`src/sha_pkg.sv`:
```
// Package: shared types, constants and functions of the SHA-256 stream hasher.
package sha_pkg;

    typedef struct packed {
        logic       fin;
        logic [7:0] data;
    } beat_t;

    typedef enum logic [2:0] {
        ST_IDLE,
        ST_SCHED,
        ST_ROUND,
        ST_ADD,
        ST_PAD,
        ST_EMIT
    } state_t;

    localparam logic [255:0] INIT_HASH = {
        32'h6a09e667, 32'hbb67ae85, 32'h3c6ef372, 32'ha54ff53a,
        32'h510e527f, 32'h9b05688c, 32'h1f83d9ab, 32'h5be0cd19
    };

    localparam logic [7:0] PAD_BYTE = 8'h80;
    localparam int unsigned LEN_POS = 56;

    function automatic logic [31:0] round_k(input logic [5:0] i);
        logic [31:0] k;
        case (i)
            6'd0: k = 32'h428a2f98;  6'd1: k = 32'h71374491;
            6'd2: k = 32'hb5c0fbcf;  6'd3: k = 32'he9b5dba5;
            6'd4: k = 32'h3956c25b;  6'd5: k = 32'h59f111f1;
            6'd6: k = 32'h923f82a4;  6'd7: k = 32'hab1c5ed5;
            6'd8: k = 32'hd807aa98;  6'd9: k = 32'h12835b01;
            6'd10: k = 32'h243185be; 6'd11: k = 32'h550c7dc3;
            6'd12: k = 32'h72be5d74; 6'd13: k = 32'h80deb1fe;
            6'd14: k = 32'h9bdc06a7; 6'd15: k = 32'hc19bf174;
            6'd16: k = 32'he49b69c1; 6'd17: k = 32'hefbe4786;
            6'd18: k = 32'h0fc19dc6; 6'd19: k = 32'h240ca1cc;
            6'd20: k = 32'h2de92c6f; 6'd21: k = 32'h4a7484aa;
            6'd22: k = 32'h5cb0a9dc; 6'd23: k = 32'h76f988da;
            6'd24: k = 32'h983e5152; 6'd25: k = 32'ha831c66d;
            6'd26: k = 32'hb00327c8; 6'd27: k = 32'hbf597fc7;
            6'd28: k = 32'hc6e00bf3; 6'd29: k = 32'hd5a79147;
            6'd30: k = 32'h06ca6351; 6'd31: k = 32'h14292967;
            6'd32: k = 32'h27b70a85; 6'd33: k = 32'h2e1b2138;
            6'd34: k = 32'h4d2c6dfc; 6'd35: k = 32'h53380d13;
            6'd36: k = 32'h650a7354; 6'd37: k = 32'h766a0abb;
            6'd38: k = 32'h81c2c92e; 6'd39: k = 32'h92722c85;
            6'd40: k = 32'ha2bfe8a1; 6'd41: k = 32'ha81a664b;
            6'd42: k = 32'hc24b8b70; 6'd43: k = 32'hc76c51a3;
            6'd44: k = 32'hd192e819; 6'd45: k = 32'hd6990624;
            6'd46: k = 32'hf40e3585; 6'd47: k = 32'h106aa070;
            6'd48: k = 32'h19a4c116; 6'd49: k = 32'h1e376c08;
            6'd50: k = 32'h2748774c; 6'd51: k = 32'h34b0bcb5;
            6'd52: k = 32'h391c0cb3; 6'd53: k = 32'h4ed8aa4a;
            6'd54: k = 32'h5b9cca4f; 6'd55: k = 32'h682e6ff3;
            6'd56: k = 32'h748f82ee; 6'd57: k = 32'h78a5636f;
            6'd58: k = 32'h84c87814; 6'd59: k = 32'h8cc70208;
            6'd60: k = 32'h90befffa; 6'd61: k = 32'ha4506ceb;
            6'd62: k = 32'hbef9a3f7; default: k = 32'hc67178f2;
        endcase
        return k;
    endfunction

    function automatic logic [31:0] rotr(input logic [31:0] x, input int unsigned n);
        return (x >> n) | (x << (32 - n));
    endfunction

endpackage

```
`src/sha_fifo.sv`:
```
// Module: short beat queue between the front end and the engine.
module sha_fifo (
    input  logic           clk,
    input  logic           rst_n,
    input  logic           in_valid,
    output logic           in_ready,
    input  sha_pkg::beat_t in_beat,
    output logic           out_valid,
    input  logic           out_ready,
    output sha_pkg::beat_t out_beat
);

    sha_pkg::beat_t mem_reg [4];
    logic [1:0] wr_ptr_reg;
    logic [1:0] rd_ptr_reg;
    logic [2:0] count_reg;
    logic [2:0] count_next;
    logic       push;
    logic       pop;

    assign in_ready  = (count_reg != 3'd4);
    assign out_valid = (count_reg != 3'd0);
    assign push      = in_valid && in_ready;
    assign pop       = out_valid && out_ready;
    assign out_beat  = mem_reg[rd_ptr_reg];

    always_comb
    begin
        count_next = count_reg + 3'(push) - 3'(pop);
    end

    always_ff @(posedge clk)
    begin
        if (push)
        begin
            mem_reg[wr_ptr_reg] <= in_beat;
        end
    end

    always_ff @(posedge clk or negedge rst_n)
    begin
        if (!rst_n)
        begin
            wr_ptr_reg <= 2'd0;
            rd_ptr_reg <= 2'd0;
            count_reg  <= 3'd0;
        end
        else
        begin
            if (push)
            begin
                wr_ptr_reg <= wr_ptr_reg + 2'd1;
            end
            if (pop)
            begin
                rd_ptr_reg <= rd_ptr_reg + 2'd1;
            end
            count_reg <= count_next;
        end
    end

`ifndef ASSERT_OFF
    a_no_overflow: assert property (@(posedge clk) disable iff (!rst_n)
        count_reg <= 3'd4) else $error("queue count out of range");
    a_count_track: assert property (@(posedge clk) disable iff (!rst_n)
        (push && !pop) |=> (count_reg == $past(count_reg) + 3'd1))
        else $error("queue count missed a push");
    a_empty_no_pop: assert property (@(posedge clk) disable iff (!rst_n)
        (count_reg == 3'd0) |-> !pop) else $error("pop from empty queue");
`endif

endmodule

```
`src/sha_engine.sv`:
```
// Module: block buffer, padding, 64-round compression and digest output.
module sha_engine (
    input  logic           clk,
    input  logic           rst_n,
    input  logic           beat_valid,
    output logic           beat_ready,
    input  sha_pkg::beat_t beat,
    output logic           out_valid,
    input  logic           out_ready,
    output logic [31:0]    digest_word,
    output logic [2:0]     word_index,
    output logic           last_word
);

    sha_pkg::state_t state_reg, state_next;
    logic [31:0] w_reg [16];
    logic [31:0] h_reg [8];
    logic [31:0] v_reg [8];
    logic [5:0]  fill_reg;
    logic [63:0] bits_reg;
    logic [63:0] total_reg;
    logic [5:0]  rnd_reg;
    logic        final_reg;
    logic        extra_reg;
    logic [2:0]  idx_reg;
    logic [31:0] new_w;
    logic [31:0] t1;
    logic [31:0] t2;
    logic [31:0] s0;
    logic [31:0] s1;
    logic [31:0] pad_word [16];
    logic        accept;

    assign beat_ready  = (state_reg == sha_pkg::ST_IDLE);
    assign accept      = beat_valid && beat_ready;
    assign out_valid   = (state_reg == sha_pkg::ST_EMIT);
    assign digest_word = h_reg[idx_reg];
    assign word_index  = idx_reg;
    assign last_word   = (idx_reg == 3'd7);

    always_comb
    begin
        s0    = sha_pkg::rotr(w_reg[1], 7) ^ sha_pkg::rotr(w_reg[1], 18) ^ (w_reg[1] >> 3);
        s1    = sha_pkg::rotr(w_reg[14], 17) ^ sha_pkg::rotr(w_reg[14], 19)
                ^ (w_reg[14] >> 10);
        new_w = s1 + w_reg[9] + s0 + w_reg[0];
        t1 = v_reg[7] + (sha_pkg::rotr(v_reg[4], 6) ^ sha_pkg::rotr(v_reg[4], 11)
             ^ sha_pkg::rotr(v_reg[4], 25)) + ((v_reg[4] & v_reg[5]) ^ (~v_reg[4] & v_reg[6]))
             + sha_pkg::round_k(rnd_reg) + w_reg[0];
        t2 = (sha_pkg::rotr(v_reg[0], 2) ^ sha_pkg::rotr(v_reg[0], 13)
             ^ sha_pkg::rotr(v_reg[0], 22))
             + ((v_reg[0] & v_reg[1]) ^ (v_reg[0] & v_reg[2]) ^ (v_reg[1] & v_reg[2]));
    end

    // padding rewrite: bytes at/after fill position, all in extra block
    always_comb
    begin
        for (int i = 0; i < 16; i++)
        begin
            for (int b = 0; b < 4; b++)
            begin
                logic [7:0] byt;
                logic [5:0] pos;
                pos = 6'(4 * i + b);
                byt = w_reg[i][31 - 8 * b -: 8];
                if (!extra_reg)
                begin
                    if (pos == fill_reg)
                    begin
                        byt = sha_pkg::PAD_BYTE;
                    end
                    else if (pos > fill_reg)
                    begin
                        byt = 8'h00;
                    end
                end
                else
                begin
                    byt = (pos == 6'd0 && fill_reg == 6'd0) ? sha_pkg::PAD_BYTE : 8'h00;
                end
                if (pos >= 6'(sha_pkg::LEN_POS) && (extra_reg || fill_reg < 6'd56))
                begin
                    byt = total_reg[63 - 8 * (32'(pos) - sha_pkg::LEN_POS) -: 8];
                end
                pad_word[i][31 - 8 * b -: 8] = byt;
            end
        end
    end

    always_comb
    begin
        state_next = state_reg;
        case (state_reg)
            sha_pkg::ST_IDLE:
            begin
                if (accept)
                begin
                    if (beat.fin)
                    begin
                        state_next = sha_pkg::ST_PAD;
                    end
                    else if (fill_reg == 6'd63)
                    begin
                        state_next = sha_pkg::ST_ROUND;
                    end
                end
            end
            sha_pkg::ST_PAD:   state_next = sha_pkg::ST_ROUND;
            sha_pkg::ST_ROUND:
            begin
                if (rnd_reg == 6'd63)
                begin
                    state_next = sha_pkg::ST_ADD;
                end
            end
            sha_pkg::ST_ADD:
            begin
                if (!final_reg)
                begin
                    state_next = sha_pkg::ST_IDLE;
                end
                else if (!extra_reg && fill_reg >= 6'd56)
                begin
                    state_next = sha_pkg::ST_PAD;
                end
                else
                begin
                    state_next = sha_pkg::ST_EMIT;
                end
            end
            sha_pkg::ST_EMIT:
            begin
                if (out_ready && idx_reg == 3'd7)
                begin
                    state_next = sha_pkg::ST_IDLE;
                end
            end
            default:           state_next = sha_pkg::ST_IDLE;
        endcase
    end

    always_ff @(posedge clk or negedge rst_n)
    begin
        if (!rst_n)
        begin
            state_reg <= sha_pkg::ST_IDLE;
            fill_reg  <= 6'd0;
            bits_reg  <= 64'd0;
            rnd_reg   <= 6'd0;
            final_reg <= 1'b0;
            extra_reg <= 1'b0;
            idx_reg   <= 3'd0;
            for (int i = 0; i < 8; i++)
            begin
                h_reg[i] <= sha_pkg::INIT_HASH[255 - 32 * i -: 32];
            end
        end
        else
        begin
            state_reg <= state_next;
            case (state_reg)
                sha_pkg::ST_IDLE:
                begin
                    if (accept)
                    begin
                        if (beat.fin)
                        begin
                            final_reg <= 1'b1;
                            extra_reg <= 1'b0;
                        end
                        else
                        begin
                            fill_reg <= fill_reg + 6'd1;
                            final_reg <= 1'b0;
                            if (fill_reg == 6'd63)
                            begin
                                bits_reg <= bits_reg + 64'd512;
                                rnd_reg  <= 6'd0;
                            end
                        end
                    end
                end
                sha_pkg::ST_PAD:
                begin
                    rnd_reg <= 6'd0;
                end
                sha_pkg::ST_ROUND:
                begin
                    rnd_reg <= rnd_reg + 6'd1;
                end
                sha_pkg::ST_ADD:
                begin
                    for (int i = 0; i < 8; i++)
                    begin
                        h_reg[i] <= h_reg[i] + v_reg[i];
                    end
                    if (final_reg && !extra_reg && fill_reg >= 6'd56)
                    begin
                        extra_reg <= 1'b1;
                    end
                end
                sha_pkg::ST_EMIT:
                begin
                    if (out_ready)
                    begin
                        idx_reg <= idx_reg + 3'd1;
                        if (idx_reg == 3'd7)
                        begin
                            fill_reg  <= 6'd0;
                            bits_reg  <= 64'd0;
                            final_reg <= 1'b0;
                            extra_reg <= 1'b0;
                            for (int i = 0; i < 8; i++)
                            begin
                                h_reg[i] <= sha_pkg::INIT_HASH[255 - 32 * i -: 32];
                            end
                        end
                    end
                end
                default:
                begin
                end
            endcase
        end
    end

    // datapath: buffer doubles as the schedule window
    always_ff @(posedge clk)
    begin
        if (state_reg == sha_pkg::ST_IDLE && accept)
        begin
            if (beat.fin)
            begin
                total_reg <= bits_reg + {55'd0, fill_reg, 3'd0};
            end
            else
            begin
                w_reg[fill_reg[5:2]][31 - 8 * fill_reg[1:0] -: 8] <= beat.data;
                if (fill_reg == 6'd63)
                begin
                    for (int i = 0; i < 8; i++)
                    begin
                        v_reg[i] <= h_reg[i];
                    end
                end
            end
        end
        else if (state_reg == sha_pkg::ST_PAD)
        begin
            for (int i = 0; i < 16; i++)
            begin
                w_reg[i] <= pad_word[i];
            end
            for (int i = 0; i < 8; i++)
            begin
                v_reg[i] <= h_reg[i];
            end
        end
        else if (state_reg == sha_pkg::ST_ADD)
        begin
            for (int i = 0; i < 8; i++)
            begin
                v_reg[i] <= h_reg[i] + v_reg[i];
            end
        end
        else if (state_reg == sha_pkg::ST_ROUND)
        begin
            for (int i = 0; i < 15; i++)
            begin
                w_reg[i] <= w_reg[i + 1];
            end
            w_reg[15] <= new_w;
            v_reg[7] <= v_reg[6];
            v_reg[6] <= v_reg[5];
            v_reg[5] <= v_reg[4];
            v_reg[4] <= v_reg[3] + t1;
            v_reg[3] <= v_reg[2];
            v_reg[2] <= v_reg[1];
            v_reg[1] <= v_reg[0];
            v_reg[0] <= t1 + t2;
        end
    end

`ifndef ASSERT_OFF
    a_emit_hold: assert property (@(posedge clk) disable iff (!rst_n)
        (out_valid && !out_ready) |=> (out_valid && $stable(idx_reg)))
        else $error("digest word dropped while stalled");
    a_round_exit: assert property (@(posedge clk) disable iff (!rst_n)
        (state_reg == sha_pkg::ST_ROUND && rnd_reg == 6'd63) |=> state_reg == sha_pkg::ST_ADD)
        else $error("round counter did not end compression");
    a_emit_final: assert property (@(posedge clk) disable iff (!rst_n)
        out_valid |-> final_reg) else $error("digest shown without finish");
`endif

endmodule

```
`src/sha256_stream_hasher.sv`:
```
// SHA-256 stream hasher: byte beats in, eight digest word beats out per message.
//
// Input channel (valid/ready): operation 0 absorbs message_byte, operation 1
// finishes the message. Output channel (valid/ready): eight beats per finish,
// digest_word big-endian, word_index 0..7, last_word on the eighth.
// A four-beat queue decouples the input from the engine.
// The engine takes a byte while idle; the 64th byte of a block starts a
// compression (working variables loaded with that byte, 64 rounds through one
// round unit, an add), during which the queue keeps taking beats until it fills.
// A finish runs a padding load, 64 rounds and an add, twice when more than 55
// bytes are buffered, then eight output beats, one per cycle while ready is high.
// A stall on the output holds the current word; the input backs up once the
// queue is full. Reset loads the initial hash, clears the counts and empties
// the queue; the block then accepts at once.
module sha256_stream_hasher (
    input  logic        clk,
    input  logic        rst_n,
    input  logic        in_valid,
    output logic        in_ready,
    input  logic        operation,
    input  logic [7:0]  message_byte,
    output logic        out_valid,
    input  logic        out_ready,
    output logic [31:0] digest_word,
    output logic [2:0]  word_index,
    output logic        last_word
);

    sha_pkg::beat_t in_beat;
    sha_pkg::beat_t q_beat;
    logic           q_valid;
    logic           q_ready;

    assign in_beat.fin  = operation;
    assign in_beat.data = message_byte;

    sha_fifo u_fifo (
        .clk       (clk),
        .rst_n     (rst_n),
        .in_valid  (in_valid),
        .in_ready  (in_ready),
        .in_beat   (in_beat),
        .out_valid (q_valid),
        .out_ready (q_ready),
        .out_beat  (q_beat)
    );

    sha_engine u_engine (
        .clk         (clk),
        .rst_n       (rst_n),
        .beat_valid  (q_valid),
        .beat_ready  (q_ready),
        .beat        (q_beat),
        .out_valid   (out_valid),
        .out_ready   (out_ready),
        .digest_word (digest_word),
        .word_index  (word_index),
        .last_word   (last_word)
    );

endmodule
```
`config.mk`:
```
export PLATFORM = sky130hd
export DESIGN_NAME = sha256_stream_hasher
export DESIGN_NICKNAME = d
export VERILOG_FILES = /design/src/sha_pkg.sv /design/src/sha_fifo.sv /design/src/sha_engine.sv /design/src/sha256_stream_hasher.sv
export SDC_FILE = /design/constraint.sdc
export NUM_CORES = 2
export LEC_CHECK = 0
export ABC_AREA = 1
export BUFFER_PORTS_ARGS = -buffer_cell sky130_fd_sc_hd__buf_2
export CAP_MARGIN = 20
export CORE_MARGIN = 2
export CORE_UTILIZATION = 40
export DETAILED_ROUTE_END_ITERATION = 8
export GPL_ROUTABILITY_DRIVEN = 1
export PLACE_DENSITY_LB_ADDON = 0.1
export SLEW_MARGIN = 20
export SYNTH_ARGS = -nofsm -noshare
export SYNTH_HDL_FRONTEND = slang
export SYNTH_SLANG_ARGS = --single-unit
```
`constraint.sdc`:
```
create_clock -name clk -period 21 [get_ports clk]
set_clock_uncertainty 0.1 [all_clocks]
set_input_delay 1.05 -clock clk [delete_from_list [all_inputs] [get_ports clk]]
set_output_delay 1.05 -clock clk [all_outputs]
set_load 0.02 [all_outputs]
```
== Yosys cells after proc, flatten, opt, wreduce, memory -nomap -nowiden ==
Memories as Yosys holds them, arrays and structs flattened.
Index checks and enable logic that the tools add are counted.

* Bits in read-only memories: 2,048
* Output and inout bits: 38
* RAM bits: 804
* Word-level logic and storage cells: 599
* Input bits: 13
* Register bits after elaboration: 411
* Memories kept: 4

* Bitwise gates (word level): 68
* Multiplexer cells: 303
* Shift-type cells: 2
* Add/subtract/negate cells: 29
* Reductions and logical operators: 26
* Eq/ne operators: 81
* Magnitude comparators: 67

{| class="wikitable"
|+ Memory list
! name !! words !! width !! read ports !! clocked after Yosys merged registers in !! wr ports !! line !! text
|-
| (name not given) || 64 || 32 || 1 || 0 || 0 || sha_pkg.sv:28 || <nowiki>case (i)</nowiki>
|-
| u_engine.w_reg || 16 || 32 || 16 || 0 || 16 || sha_engine.sv:16 || <nowiki>logic [31:0] w_reg [16];</nowiki>
|-
| u_engine.v_reg || 8 || 32 || 8 || 0 || 8 || sha_engine.sv:18 || <nowiki>logic [31:0] v_reg [8];</nowiki>
|-
| u_fifo.mem_reg || 4 || 9 || 1 || 0 || 1 || sha_fifo.sv:13 || <nowiki>sha_pkg::beat_t mem_reg [4];</nowiki>
|}

{| class="wikitable"
|+ Operator list
! cell !! number
|-
| 8-bit two-way mux || 201
|-
| 32-bit two-way mux || 45
|-
| 32-bit adder || 18
|-
| 256-bit two-way mux || 2
|-
| 256-bit case mux with 2 select lines || 1
|-
| 64-bit two-way mux || 5
|-
| 32-bit XOR || 9
|-
| 6-bit == test (first input constant) || 32
|-
| 6-bit > comparator (first input constant) || 32
|-
| 32-bit AND || 5
|-
| 64-bit case mux with 2 select lines || 1
|-
| 32-bit binary-select mux with 3-bit select || 1
|-
| 5-bit by 6-bit == test with 1-bit output (first input constant) || 16
|-
| 5-bit by 6-bit > comparator with 1-bit output (first input constant) || 16
|-
| 64-bit by 10-bit adder with 64-bit output (second input constant) || 1
|-
| 64-bit by 9-bit adder with 64-bit output || 1
|-
| 4-bit by 6-bit == test with 1-bit output (first input constant) || 8
|-
| 4-bit by 6-bit > comparator with 1-bit output (first input constant) || 8
|-
| 6-bit two-way mux || 7
|-
| 1-bit bitwise OR || 40
|-
| 8-bit by 34-bit variable shift with 39-bit output (first input constant) || 1
|-
| 8-bit by 34-bit variable part select with 39-bit output || 1
|-
| 32-bit negator with 34-bit output || 1
|-
| 32-bit NOT || 1
|-
| other kinds (55) || 123
|}

== Logic depth before layout (Yosys ltp) ==
An unclocked memory read counts as a cell.

* Depth in word-level cells: 10
* Gate-level depth with buffers: 45

== Cells and area by module ==
Synthesis repeated with hierarchy kept, for this count alone.

* Cell total of the unflattened synthesis: 11,278
* Area total of the unflattened synthesis: 87,966.9 µm²

{| class="wikitable"
|+ Modules (own cells, without submodules)
! module !! times used !! cells each !! area an instance (µm²)
|-
| sha_engine || 1 || 11,107 || 86,110.1
|-
| sha_fifo || 1 || 171 || 1,856.8
|}

== Worst setup path after synthesis ==
OpenSTA, ideal clock, no wires.

* Path type: register to register
* From: reg u_engine.rnd_reg[1]
* To: mem u_engine.v_reg[0][22], data pin
* Cell stages (with the launch flop): 33
* Required time: 20,642 ps
* Clock period less this slack: 7,435 ps
* Slack: 13,565 ps
* Arrival time: 7,077 ps
* Cells stage by stage: dfrtp_1 inv_1 ha_1 nor2_1 inv_1 nand2_1 a21oi_1 a211oi_1 a21oi_1 fa_1 inv_1 fa_1 fa_1 inv_1 ha_1 fa_1 nand2_1 nand3_1 a21oi_1 o21ai_0 a21oi_1 o21ai_0 xor2_1 fa_1 ha_1 a21o_1 o21bai_1 o21bai_1 a21oi_1 nand2_1 xor2_1 o21ai_0 nand2_1

{| class="wikitable"
|+ RTL lines
! what !! line !! text
|-
| start, declared || sha_engine.sv:22 || <nowiki>logic [5:0] rnd_reg;</nowiki>
|-
| start signal, assigned || sha_engine.sv:189 || <nowiki>rnd_reg <= rnd_reg + 6'd1;</nowiki>
|-
| end, declared || sha_engine.sv:18 ||
|}

==> run_results.csv <==
group,metric,value,unit
status,status,"completed",
worst_hold_path,hold_path.class,"in -> async",
logic_synthesis,synth_cell_types,71,
layout,layout_common_cells,"nand2_1 (2,938), inv_1 (1,449), o21ai_0 (1,008), edfxtp_1 (865), nor2_1 (841)",
timing,hold_violations,0,
timing,tightest_slew,1190,ps
layout,nets,11776,
setup_path,crit_top_cell,"nand2_1",
die,die_w,474,microns
routing,wl_per_cell,29.5,microns
routing,dr.pass1.iters,6,
layout,register_area,34600,sq um
grt,antenna_found_initial,25,
logic_synthesis,syn_nets,11969,
logic_synthesis,synthTopCellsByArea,"edfxtp_1 (29%), nand2_1 (12%), inv_1 (6.2%)",
setup_path,critPathKind,"reg -> reg",
clock_network,clk_latency,870,ps
setup_path,critPathBufInv,6,
logic_synthesis,synth_top_area_share,29.4,%
grt,grtUsageTotal,36.7,%
layout,final_common_cell,"nand2_1",
clock_network,cts_inserted_buffers,147,
logic_synthesis,synth_area_leader_cell,"edfxtp_1",
placed_design,dp_hpwl,330000,microns
logic_synthesis,yosysSeqAreaShare,39.1,%
setup_path,worst-endpoint-arrival,10400,ps
grt,grt_first_pass_wirelength,591000,microns
timing,setup_viol,0,
clock_network,cts.sink_count,1203,
routing,vias,82996,
timing,rsz0062_at_grt,"no",
routing,wl,421000,microns
run,cap_viol_max_count,0,
layout,multi_input_area,46300,sq um
timing,period_share,47.2,%
grt,overflow,0,
setup_path,worstPathRequired,21480,ps
timing,period_needed,9920,ps
die,start_util,40.2,%
setup_path,rrSetupSlack,11080,ps
logic_synthesis,synth_flop_cell,"edfxtp_1",
clock_network,postCtsSetupRepairBufs,0,
logic_synthesis,yosysWarnings,0,
timing,relSlewSlack,20.9,%
routing,drt_iter0_drc,9451,
layout,largest_reg_flops,512,
die,rows,172,
grt,grt_pass1_vias,80240,
placed_design,place_congestion,1.02,
clock_network,ctsResizeCount,0,
die,core,220000,sq um
grt,grt_max_degree,180,
setup_path,cp_top_family,"adder cells",
die,dieHeight,474,microns
routing,drt.antenna.violating_nets,0,
setup_path,cp-end-kind,"flip-flop",
logic_synthesis,syn_area,88400,sq um
die,die_area,225000,sq um
logic_synthesis,ys_async_sr_fraction,28.1,%
routing,drc,0,
setup_path,cp_slowest_cell,"nor2_1",
routing,vias_per_cell,5.82,
timing,fmax,0.101,GHz
clock_network,cts-root-buf,"clkbuf_16",
clock_network,cts_max_level,4,
setup_path,critPathMaxStageDelay,890,ps
placed_design,port_buffers,50,
logic_synthesis,ys_seq_elements,1203,
setup_path,startpoint_type,"flip-flop",
clock_network,cts_tree,"done",
logic_synthesis,synth-edff-count,865,
clock_network,clk_pin_slew_worst_paths,60,ps
setup_path,critPathMaxFanout,33,
clock_network,cts_hold_buf,0,
logic_synthesis,avgSynthCellArea,7.78,sq um
timing,slew_viol_final,0,
logic_synthesis,syn_inst,11357,
layout,layout-drive-gt1-share,5.50,%
die,ioPinCount,51,
clock_network,cts_max_path_buffers,3,
layout,fillers,22467,
layout,synthToLayoutAreaGrowth,8.84,%
timing,fin_tns_setup,0,ps
path summary, 6_finish.rpt:
| kind | end | cells after the start | start |
|---|---|---|---|
| max | u_engine.v_reg[0][30]$_DFFE_PP_ | 33 | u_engine.rnd_reg[2]$_DFFE_PN0P_ |
| min in group clk | u_fifo.mem_reg[2][5]$_DFFE_PP_ | 1 | message_byte[5] |
| min reg2reg | u_engine.total_reg[56]$_DFFE_PP_ | 0 | u_engine.bits_reg[56]$_DFFE_PN0P_ |
| max in group asynchronous | u_engine.bits_reg[63]$_DFFE_PN0P_ | 4 | rst_n |
| min | u_engine.h_reg[170]$_DFFE_PN0P_ | 1 | rst_n |
| max reg2reg | u_engine.v_reg[0][30]$_DFFE_PP_ | 33 | u_engine.rnd_reg[2]$_DFFE_PN0P_ |
per-layer routing:
layer / vias to the layer above / global-route usage (%) / part of all wire, %
met5: - / 0 / 0.026
met4: 16 / 20.1 / 6.4
met3: 814 / 6.01 / 8.0
met2: 3805 / 58.1 / 45
met1: 40918 / 47.8 / 41
li1: 37443 / - / -
logic make-up after synthesis:
logic type               after synthesis  share of synthesized area, %
AND/OR/NAND/NOR                     4629                          21.5
AO/OA/AOI/OAI                       2473                          15.8
flip-flops                          1203                          39.1
XOR/XNOR                             451                          4.47
buffers and inverters               1970                          8.55
adder cells (fa/ha/maj)              620                          10.4
multiplexers                          11                         0.130
Yosys cell counts (93+ instances only):
cell	instances
dfrtp_1	202
nand3_1	497
inv_1	1450
dfstp_2	136
nand4_1	117
nand2_1	2940
o21ai_0	1014
clkbuf_1	350
a21oi_1	793
edfxtp_1	865
nor2_1	843
ha_1	403
xnor2_1	189
fa_1	196
nor3_1	93
xor2_1	262
final cells by class:
type                       instances  share of cell area, %
multi-input combinational       8184                   48.2
sequential                      1203                   36.0
inverter                        1475                   5.79
clock buffer                     194                   4.13
tap                             2958                   3.85
timing repair buffer             153                   1.11
clock inverter                    78                  0.975
antenna                            6                 0.0156
metrics by stage:
stage	hold WS, ps	area, sq um	setup slack, ps	instances	util, %
after floorplan	353	88400	13560	11357	-
after global placement	337	91300	11100	13972	41.5
after detailed placement	337	91300	11260	13973	41.5
after CTS	95.3	96200	11190	14245	43.8
after global routing	136	96200	10670	14247	43.8
final	114	96200	11080	14251	43.8
Power is not shown: default switching activity piles up to over one toggle a cycle in this logic, so the estimate is an artifact.
